--- config.mk ---
export PLATFORM = sky130hd
export DESIGN_NAME = atip_parser
export DESIGN_NICKNAME = d
export VERILOG_FILES = /design/src/hw/rtl/atip_pkg.sv /design/src/hw/rtl/atip_parser.sv
export SDC_FILE = /design/constraint.sdc
export NUM_CORES = 1
export LEC_CHECK = 0
export BUFFER_PORTS_ARGS = -buffer_cell sky130_fd_sc_hd__buf_2
export CORE_MARGIN = 2
export CORE_UTILIZATION = 40
export DETAILED_ROUTE_END_ITERATION = 8
export PLACE_DENSITY = 0.72
export RECOVER_POWER = 100
export SETUP_SLACK_MARGIN = 0.05
export SLEW_MARGIN = 30
export SYNTH_ARGS = -nofsm -noshare
export SYNTH_HDL_FRONTEND = slang
export SYNTH_SLANG_ARGS = --single-unit
--- constraint.sdc ---
create_clock -name clk -period 6.5 [get_ports clk]
set_input_delay 0.975 -clock clk [delete_from_list [all_inputs] [get_ports clk]]
set_output_delay 0.975 -clock clk [all_outputs]
set_load 0.005 [all_outputs]
--- src/hw/rtl/atip_pkg.sv ---
// shared types, constants and decode tables of the asset transfer instruction parser
package atip_pkg;

	localparam int MAX_SCRIPT_BYTES = 256;
	localparam int POS_W = $clog2(MAX_SCRIPT_BYTES);
	localparam logic [POS_W-1:0] POS_MAX = POS_W'(MAX_SCRIPT_BYTES - 1);

	localparam int ACC_W = 56;
	localparam int POW_W = 50;
	localparam int HALF_W = ACC_W / 2;
	localparam int AMOUNT_W = 64;
	localparam int PROD_W = 2 * ACC_W;

	localparam int FIFO_DEPTH = 16;
	localparam int FIFO_AW = $clog2(FIFO_DEPTH);
	localparam int CNT_W = FIFO_AW + 1;

	localparam int CFG_IDX_W = 2;

	// header bytes
	localparam logic [7:0] MARKER_OP = 8'h6a;
	localparam logic [7:0] TAG_D = 8'h44;
	localparam logic [7:0] TAG_A = 8'h41;
	localparam logic [7:0] MIN_SCRIPT_LEN = 8'd6;
	localparam logic [8:0] LEN_OVERHEAD = 9'd2;

	localparam logic [POS_W-1:0] POS_MARKER = POS_W'(0);
	localparam logic [POS_W-1:0] POS_LENGTH = POS_W'(1);
	localparam logic [POS_W-1:0] POS_TAG_D = POS_W'(2);
	localparam logic [POS_W-1:0] POS_TAG_A = POS_W'(3);
	localparam logic [POS_W-1:0] POS_VERSION = POS_W'(4);
	localparam logic [POS_W-1:0] POS_TYPE = POS_W'(5);

	// flags byte
	localparam int FLAG_SKIP = 7;
	localparam int FLAG_RANGE = 6;
	localparam int FLAG_PCT = 5;
	localparam logic [12:0] BURN_INDEX = 13'd31;

	localparam logic [2:0] SIZE_CODE_MAX = 3'd6;
	localparam logic [2:0] SIZE_CODE_BAD = 3'd7;

	typedef enum logic [2:0] {
		PH_HEADER,
		PH_FLAGS,
		PH_INDEX,
		PH_AMOUNT0,
		PH_AMOUNTN,
		PH_DEAD
	} phase_t;

	typedef enum logic [CFG_IDX_W-1:0] {
		REG_TRANSFER_LOW,
		REG_TRANSFER_HIGH,
		REG_BURN_LOW,
		REG_BURN_HIGH
	} cfg_reg_t;

	typedef struct packed {
		logic [7:0] transfer_type_low;
		logic [7:0] transfer_type_high;
		logic [7:0] burn_type_low;
		logic [7:0] burn_type_high;
	} cfg_t;

	localparam cfg_t CFG_RESET = '{
		transfer_type_low: 8'd16,
		transfer_type_high: 8'd31,
		burn_type_low: 8'd32,
		burn_type_high: 8'd47
	};

	typedef struct packed {
		logic [7:0] script_byte;
		logic [7:0] script_length;
		logic [12:0] target_output;
		logic first_byte;
		logic last_byte;
	} item_t;

	typedef struct packed {
		logic result_kind;
		logic skip_flag;
		logic range_flag;
		logic percent_flag;
		logic [12:0] output_index;
		logic [63:0] amount;
		logic burn_flag;
		logic [7:0] input_index;
		logic asset_sent;
		logic header_valid;
		logic last_result;
	} result_t;

	// which results a stage holds
	typedef struct packed {
		logic instr;
		logic verd;
	} stage_vld_t;

	typedef struct packed {
		logic skip;
		logic range;
		logic pct;
		logic [12:0] idx;
		logic burn;
		logic [7:0] in_idx;
		logic asset_sent;
		logic header_valid;
	} tag_t;

	typedef struct packed {
		tag_t tag;
		logic [ACC_W-1:0] mant;
		logic [POW_W-1:0] pow;
	} pass_t;

	// low exponent bits per size code
	function automatic logic [2:0] exp_bits(input logic [2:0] size);
		logic [2:0] e;
		case (size) inside
			3'd1, 3'd2, 3'd3: e = 3'd4;
			3'd4, 3'd5: e = 3'd3;
			default: e = 3'd0;
		endcase
		return e;
	endfunction

	function automatic logic [3:0] exp_mask(input logic [2:0] size);
		logic [3:0] m;
		case (size) inside
			3'd1, 3'd2, 3'd3: m = 4'hf;
			3'd4, 3'd5: m = 4'h7;
			default: m = 4'h0;
		endcase
		return m;
	endfunction

	// bits of the first amount byte that belong to the value
	function automatic logic [7:0] lead_mask(input logic [2:0] code);
		logic [7:0] m;
		case (code)
			SIZE_CODE_MAX: m = 8'h3f;
			default: m = 8'h1f;
		endcase
		return m;
	endfunction

	function automatic logic [POW_W-1:0] pow10(input logic [3:0] ex);
		logic [POW_W-1:0] p;
		case (ex)
			4'd0: p = 50'd1;
			4'd1: p = 50'd10;
			4'd2: p = 50'd100;
			4'd3: p = 50'd1000;
			4'd4: p = 50'd10000;
			4'd5: p = 50'd100000;
			4'd6: p = 50'd1000000;
			4'd7: p = 50'd10000000;
			4'd8: p = 50'd100000000;
			4'd9: p = 50'd1000000000;
			4'd10: p = 50'd10000000000;
			4'd11: p = 50'd100000000000;
			4'd12: p = 50'd1000000000000;
			4'd13: p = 50'd10000000000000;
			4'd14: p = 50'd100000000000000;
			default: p = 50'd1000000000000000;
		endcase
		return p;
	endfunction

endpackage

--- src/hw/rtl/atip_parser.sv ---
// script byte parser: header checks, instruction fields and amount mantissa/scale
module atip_parser import atip_pkg::*; (
	input logic clk,
	input logic arst_n,
	input logic accept,
	input item_t item,
	input cfg_t cfg,
	output stage_vld_t vld,
	output pass_t pass,
	output logic [1:0] nres
);

	logic [POS_W-1:0] pos_q;
	phase_t phase_q;
	logic hdr_ok_q;
	logic [7:0] flags_q;
	logic [12:0] idx_q;
	logic [ACC_W-1:0] acc_q;
	logic [2:0] left_q;
	logic [2:0] size_q;
	logic matched_q;
	logic [7:0] in_cnt_q;

	// state as seen by this byte, after a restart on the first byte
	logic [POS_W-1:0] c_pos;
	phase_t c_phase;
	logic c_hdr;
	logic [7:0] c_flags;
	logic [12:0] c_idx;
	logic [ACC_W-1:0] c_acc;
	logic [2:0] c_left;
	logic [2:0] c_size;
	logic c_matched;
	logic [7:0] c_cnt;

	logic [POS_W-1:0] pos_n;
	phase_t phase_n;
	logic hdr_n;
	logic [7:0] flags_n;
	logic [12:0] idx_n;
	logic [ACC_W-1:0] acc_n;
	logic [2:0] left_n;
	logic [2:0] size_n;
	logic matched_n;
	logic [7:0] cnt_n;

	logic [7:0] b;
	logic [7:0] len;
	logic hdr_fail;
	logic type_ok;
	logic start_ok;
	logic emit;
	logic pct_path;
	logic [2:0] code;
	logic burn;
	logic match_now;
	logic [ACC_W-1:0] dec_mant;
	logic [3:0] dec_ex;

	assign b = item.script_byte;
	assign len = item.script_length;

	assign c_pos = item.first_byte ? '0 : pos_q;
	assign c_phase = item.first_byte ? PH_HEADER : phase_q;
	assign c_hdr = item.first_byte ? 1'b1 : hdr_ok_q;
	assign c_flags = item.first_byte ? '0 : flags_q;
	assign c_idx = item.first_byte ? '0 : idx_q;
	assign c_acc = item.first_byte ? '0 : acc_q;
	assign c_left = item.first_byte ? '0 : left_q;
	assign c_size = item.first_byte ? '0 : size_q;
	assign c_matched = item.first_byte ? 1'b0 : matched_q;
	assign c_cnt = item.first_byte ? '0 : in_cnt_q;

	assign type_ok = (b >= cfg.transfer_type_low && b <= cfg.transfer_type_high) ||
		(b >= cfg.burn_type_low && b <= cfg.burn_type_high);
	assign start_ok = (9'(c_pos) + 9'd1) < {1'b0, len};

	always_comb begin
		case (c_pos)
			POS_MARKER: hdr_fail = (b != MARKER_OP) || (len <= MIN_SCRIPT_LEN);
			POS_LENGTH: hdr_fail = (b == 8'd0) || (({1'b0, b} + LEN_OVERHEAD) > {1'b0, len});
			POS_TAG_D: hdr_fail = (b != TAG_D);
			POS_TAG_A: hdr_fail = (b != TAG_A);
			POS_VERSION: hdr_fail = 1'b0;
			default: hdr_fail = !type_ok;
		endcase
	end

	assign hdr_n = c_hdr && !((c_phase == PH_HEADER) && hdr_fail);
	assign pos_n = (c_pos == POS_MAX) ? c_pos : c_pos + POS_W'(1);
	assign code = (b[7:5] == SIZE_CODE_BAD) ? SIZE_CODE_MAX : b[7:5];

	// next phase
	always_comb begin
		phase_n = c_phase;
		unique case (c_phase)
			PH_HEADER: begin
				if (c_pos >= POS_TYPE)
					phase_n = hdr_n ? PH_FLAGS : PH_DEAD;
			end
			PH_FLAGS: begin
				if (start_ok)
					phase_n = b[FLAG_RANGE] ? PH_INDEX : PH_AMOUNT0;
			end
			PH_INDEX: phase_n = PH_AMOUNT0;
			PH_AMOUNT0: phase_n = emit ? PH_FLAGS : PH_AMOUNTN;
			PH_AMOUNTN: begin
				if (emit)
					phase_n = PH_FLAGS;
			end
			PH_DEAD: phase_n = PH_DEAD;
			default: phase_n = c_phase;
		endcase
	end

	// instruction fields and amount accumulation
	always_comb begin
		flags_n = c_flags;
		idx_n = c_idx;
		acc_n = c_acc;
		left_n = c_left;
		size_n = c_size;
		emit = 1'b0;
		pct_path = 1'b0;
		unique case (c_phase)
			PH_FLAGS: begin
				if (start_ok) begin
					flags_n = b;
					idx_n = {8'd0, b[4:0]};
				end
			end
			PH_INDEX: idx_n = {c_idx[4:0], b};
			PH_AMOUNT0: begin
				if (c_flags[FLAG_PCT]) begin
					emit = 1'b1;
					pct_path = 1'b1;
				end else begin
					size_n = code;
					acc_n = {48'd0, b & lead_mask(code)};
					left_n = code;
					emit = (code == 3'd0);
				end
			end
			PH_AMOUNTN: begin
				acc_n = {c_acc[ACC_W-9:0], b};
				left_n = c_left - 3'd1;
				emit = (left_n == 3'd0);
			end
			default: begin
			end
		endcase
	end

	assign dec_mant = acc_n >> exp_bits(size_n);
	assign dec_ex = acc_n[3:0] & exp_mask(size_n);

	assign burn = (c_idx == BURN_INDEX) && !c_flags[FLAG_RANGE];
	assign match_now = emit && !burn && (c_idx == item.target_output);
	assign matched_n = c_matched || match_now;
	assign cnt_n = (emit && c_flags[FLAG_SKIP]) ? c_cnt + 8'd1 : c_cnt;

	assign vld.instr = emit;
	assign vld.verd = item.last_byte;
	assign nres = {1'b0, emit} + {1'b0, item.last_byte};

	always_comb begin
		pass.tag.skip = c_flags[FLAG_SKIP];
		pass.tag.range = c_flags[FLAG_RANGE];
		pass.tag.pct = c_flags[FLAG_PCT];
		pass.tag.idx = c_idx;
		pass.tag.burn = burn;
		pass.tag.in_idx = c_cnt;
		pass.tag.header_valid = hdr_n && (phase_n != PH_HEADER) && (phase_n != PH_DEAD);
		pass.tag.asset_sent = pass.tag.header_valid && matched_n;
		// a percentage goes through the scaler with a factor of one
		pass.mant = pct_path ? {48'd0, b} : dec_mant;
		pass.pow = pct_path ? POW_W'(1) : pow10(dec_ex);
	end

	always_ff @(posedge clk or negedge arst_n) begin
		if (!arst_n) begin
			pos_q <= '0;
			phase_q <= PH_HEADER;
			hdr_ok_q <= 1'b1;
			flags_q <= '0;
			idx_q <= '0;
			acc_q <= '0;
			left_q <= '0;
			size_q <= '0;
			matched_q <= 1'b0;
			in_cnt_q <= '0;
		end else if (accept) begin
			if (item.last_byte) begin
				pos_q <= '0;
				phase_q <= PH_HEADER;
				hdr_ok_q <= 1'b1;
				flags_q <= '0;
				idx_q <= '0;
				acc_q <= '0;
				left_q <= '0;
				size_q <= '0;
				matched_q <= 1'b0;
				in_cnt_q <= '0;
			end else begin
				pos_q <= pos_n;
				phase_q <= phase_n;
				hdr_ok_q <= hdr_n;
				flags_q <= flags_n;
				idx_q <= idx_n;
				acc_q <= acc_n;
				left_q <= left_n;
				size_q <= size_n;
				matched_q <= matched_n;
				in_cnt_q <= cnt_n;
			end
		end
	end

endmodule

# After elaboration in Yosys (flattened, before gate mapping)
# Memories as Yosys holds them, arrays and structs flattened.
# Index checks and enable logic that the tools add are counted.
# totals
rom_bits,784
memories,1
reg_bits,104
in_bits,66
# classes
n_bitwise,2
n_eq_ne,23
magnitude_cmp,8
muxes,54
n_shift,1
add_sub_neg,6
reduce_logical,27
# mem_list
memory,words,word_bits,rd,rd_clocked_by_memory_dff,wr,line_no,text
(no name shown),16,49,1,0,0,atip_pkg.sv:151,case (ex)
# ops
cell,count
56-bit two-way mux,4
56-bit case mux with 2 select lines,1
8-bit two-way mux,12
56-bit by 3-bit right shift with 56-bit output,1
3-bit two-way mux,17
50-bit two-way mux,1
13-bit two-way mux,3
13-bit case mux with 2 select lines,1
8-bit by 7-bit != test with 1-bit output (second input constant),3
3-bit equality test (second input constant),6
3-bit case mux with 6 select lines,1
8-bit by 1-bit adder with 8-bit output (second input constant),2
8-bit by 2-bit equality test with 1-bit output (second input constant),2
8-bit greater-or-equal comparator,2
8-bit less-or-equal comparator,2
8-bit zero test,2
13-bit equality test,1
13-bit by 5-bit equality test with 1-bit output (second input constant),1
3-bit by 2-bit equality test with 1-bit output (second input constant),4
1-bit logical AND,11
8-bit by 1-bit adder with 9-bit output (second input constant),1
8-bit by 2-bit adder with 9-bit output (second input constant),1
9-bit by 8-bit > comparator with 1-bit output,1
3-bit zero test,3
other kinds (24),38

# Longest topological paths before layout
# depth
word_depth,15
depth_mapped,17

# Least setup slack after synthesis
# Ideal clock, no wire load.
# synth_path
path_kind,input port to output port
start,in item[1] in the netlist's numbering
end,out pass[107] in the netlist's numbering
required_time_ns,5.525
path_buffers,6
cell_stages,15
setup_slack_ns,1.191
t_arrival_ns,4.334
path_cell_list,buf_4 > buf_2 > buf_2 > buf_2 > buf_1 > buf_1 > nor2_1 > ha_1 > or3_1 > o221ai_1 > o211ai_1 > nor4_2 > nor2_2 > and3_1 > nor4_1
# synth_lines
element,line_no,text
"start, declared",atip_parser.sv:6,"input item_t item,"
"end, declared",atip_parser.sv:9,"output pass_t pass,"

==> out/summary.txt <==
initial antenna violation count: 0
fin. max-slew vios: 240
Initial Util: 40.74%
Post-route DRC: 0
startpoint types: input port
layout cells sized above 1: 13.69%
period utilization: 90.02%
post-cts hold buffer count: 0
Mean Syn Cell Area: 8.483 sq um
combinational family with the most area after synthesis: compound AO/OA/AOI/OAI gates
Peak Freq: 170.9 MHz
gr ovfl total: 0
Initial DRC Count: 1035
DR vias: 9174
global-route wire length before repair: 46.06 mm
fillcell total: 2182
GRT Util Overall: 23.90%
status: complete, but fails checks
Die Width: 153.1 microns
sequential share of the synthesized area: 27.88%
Slew HR: -136.2%
fraction of synthesized cell area in xor and xnor cells: 2.463%
Worst setup EP type: primary output
num rows: 54
failing checks: max-capacitance violations, max-slew violations
Routed Antenna Nets: 0
vias in the first global route: 8598
area of the multi-input gates: 5761 sq um
post-layout min period: 5851 ps
adder-cell share of the synthesized area: 9.430%
simple-gate share of the synthesized area: 16.09%
detailed-route vias per instance: 6.237
PortBufs: 201
Compound-Gate Fraction of Synth Area: 33.64%
Hold Path Class: reg2reg
FF-to-FF Start: pos_q[0]
Final HPWL DP: 20.18 mm
worst slack at placement: 850.5 ps
Syn Inst Count: 1048
Netlist cell types: 80
CTS Buffer Depth: 2
CTS root buf: clkbuf_16
number of buffers created by CTS: 9
R2R Setup Slk: 2630 ps
critical setup path kind: in2out
quantity of gates resized following cts: 0
Synth Flop Type: dfrtp_1
Net Count, Synth: 1181
Worst Tran Pin Value: 3544 ps
IO Count: 203
Total Wirelength: 28.85 mm
post-synthesis mux area share: 3.251%
CP endpoint: pass[98]
PnR worst setup slack: 648.8 ps
Setup violations, final: 0
number of flops mapped to enable cells by yosys: 0
Sequential Area: 2479 sq um
VDD IR max: 0.1318 mV
H-Tree Level Count: 3
synth warn: 0
Synth async-reset ratio: 100.0%
Final Hold Vio Count: 0
RSZ-0062 raised after global routing: no
DR WL/cell: 19.61 microns
Die ar.: 23430 sq um
FF+latch count, synth: 99
First-pass DRT Iterations: 5
FF-to-FF End: idx_q[0]
Leak: 4.562 nW
height of the die: 153.1 microns
worst skew pair latency: 360 ps
CP Max Fanout: 56
Core Area: 21820 sq um
ANT cells: 0
Worst Path Arrival: 4880 ps
Num Clock Sinks: 99
CP Launch Point: item[1]
final net count: 1319
clk_skew: 8.271 ps
final setup TNS: 0 ps
worst path required time: 5520 ps
CTS tree: done
largest net degree at the start of global routing: 75
setup bufs post-CTS: 0
Worst Reg-to-Reg Cells: 14
area grow syn2layout: 14.58%
gp weighted congestion: 0.8803
clk slew on worst S/H paths: 70 ps
Cell Area, Synth: 8890 sq um
hold path depth: 1
power density over cell area: 153.1 nW/um^2
Max Cap Viol: 5
-- cell type report --
cell class / instances / area share [%]
multi-input combinational: 800 / 56.55
sequential: 99 / 24.33
timing repair buffer: 219 / 9.974
tap: 280 / 3.439
clock buffer: 9 / 2.211
inverter: 57 / 2.113
clock inverter: 7 / 1.376
-- critical path: stages --
cell and delay [ps]:
buf_2 100, buf_4 290, nor4b_1 380, clkbuf_1 890, clkbuf_2 870, nand2_1 130, a21oi_1 410, mux2i_1 220
mux2_2 300, nor2_1 100, clkbuf_2 130
-- synthesized netlist by cell type, types with 13 or more instances --
cell type	count	area (sq um)
o2bb2ai_1	50	437.9
xnor2_1	14	122.6
buf_2	13	65.06
nor2_1	57	214.0
nor3_1	14	70.07
a21o_1	23	172.7
a22oi_1	37	277.8
mux2i_1	21	210.2
a221oi_1	19	166.4
nor2b_1	29	181.4
and3_1	15	93.84
nand2_1	73	274.0
inv_1	54	202.7
a21oi_1	45	225.2
clkbuf_1	56	210.2
o22ai_1	45	281.5
dfrtp_1	98	2452
ha_1	67	838.3
o21ai_0	55	275.3
buf_4	13	97.59
a221o_1	14	140.1
a22o_1	50	437.9
nand3_1	16	80.08
-- how the worst min path moves through the flow --
stage,start,end
after global placement,in_cnt_q[7],in_cnt_q[7]
after floorplan,in_cnt_q[7],in_cnt_q[7]
after CTS,in_cnt_q[7],in_cnt_q[7]
final,in_cnt_q[6],in_cnt_q[6]
after global routing,idx_q[2],idx_q[2]
after detailed placement,in_cnt_q[7],in_cnt_q[7]
-- through the flow --
stage / total power, mW / std cells / utilization (%) / cell area, sq um / hold slack (ps)
after floorplan: 0.8045 / 1048 / - / 8890 / 436.4
after global placement: 0.8984 / 1455 / 45.72 / 9978 / 453.1
after detailed placement: 0.9020 / 1455 / 45.72 / 9978 / 465.4
after CTS: 1.564 / 1471 / 47.40 / 10340 / 481.2
after global routing: 1.619 / 1471 / 46.67 / 10190 / 507.5
final: 1.559 / 1471 / 46.67 / 10190 / 498.0
-- cell usage in the layout (no fill, tap or decap), drive strengths merged, types with 7 or more instances in the layout --
master	count
nor4	12
o21a	7
a22o	50
mux2	7
o211ai	8
and3	15
dfrtp	98
buf	96
a221o	14
o22ai	45
nor2b	29
nand2	74
nor3	14
nand4	9
a22oi	37
and2	7
a221oi	19
nor2	59
xnor2	14
inv	55
clkbuf	132
o2bb2ai	50
ha	67
nand2b	8
a21o	23
xor2	11
nand3	16
a21oi	46
mux2i	21
a211oi	12
o21ai	58
-- flip-flops by register name, indices dropped and copies added (netlist names), 3 cells and up --
register and flops:
pos_q 8, flags_q 3, left_q 3, idx_q 13, phase_q 3, size_q 3
acc_q 56, in_cnt_q 8
-- routing by layer --
metal  vias up  track usage, %  wire (microns)
li1       4265               -               -
met1      4419           32.47           12710
met2       422           37.01           13070
met3        68           4.423            2100
met4         0           10.85             970
met5         -               0               0
-- where the power goes --
| group | switching (mW) | leakage [nW] | internal [mW] | total (mW) |
|---|---|---|---|---|
| Sequential | 0.0123 | 1.37 | 0.624 | 0.637 |
| Clock | 0.255 | 0.172 | 0.415 | 0.670 |
| Combinational | 0.165 | 3.02 | 0.0884 | 0.253 |
-- cells by family (layout without fill, tap and decap cells) --
kind of cell             count (synthesis)  after routing
flip-flops                              99             99
other                                    1              1
AND/OR/NAND/NOR                        272            272
XOR/XNOR                                25             25
multiplexers                            28             28
AO/OA/AOI/OAI                          407            407
adder cells (fa/ha/maj)                 67             67
buffers and inverters                  149            292
Note: power is estimated with default switching activity, not from simulation.
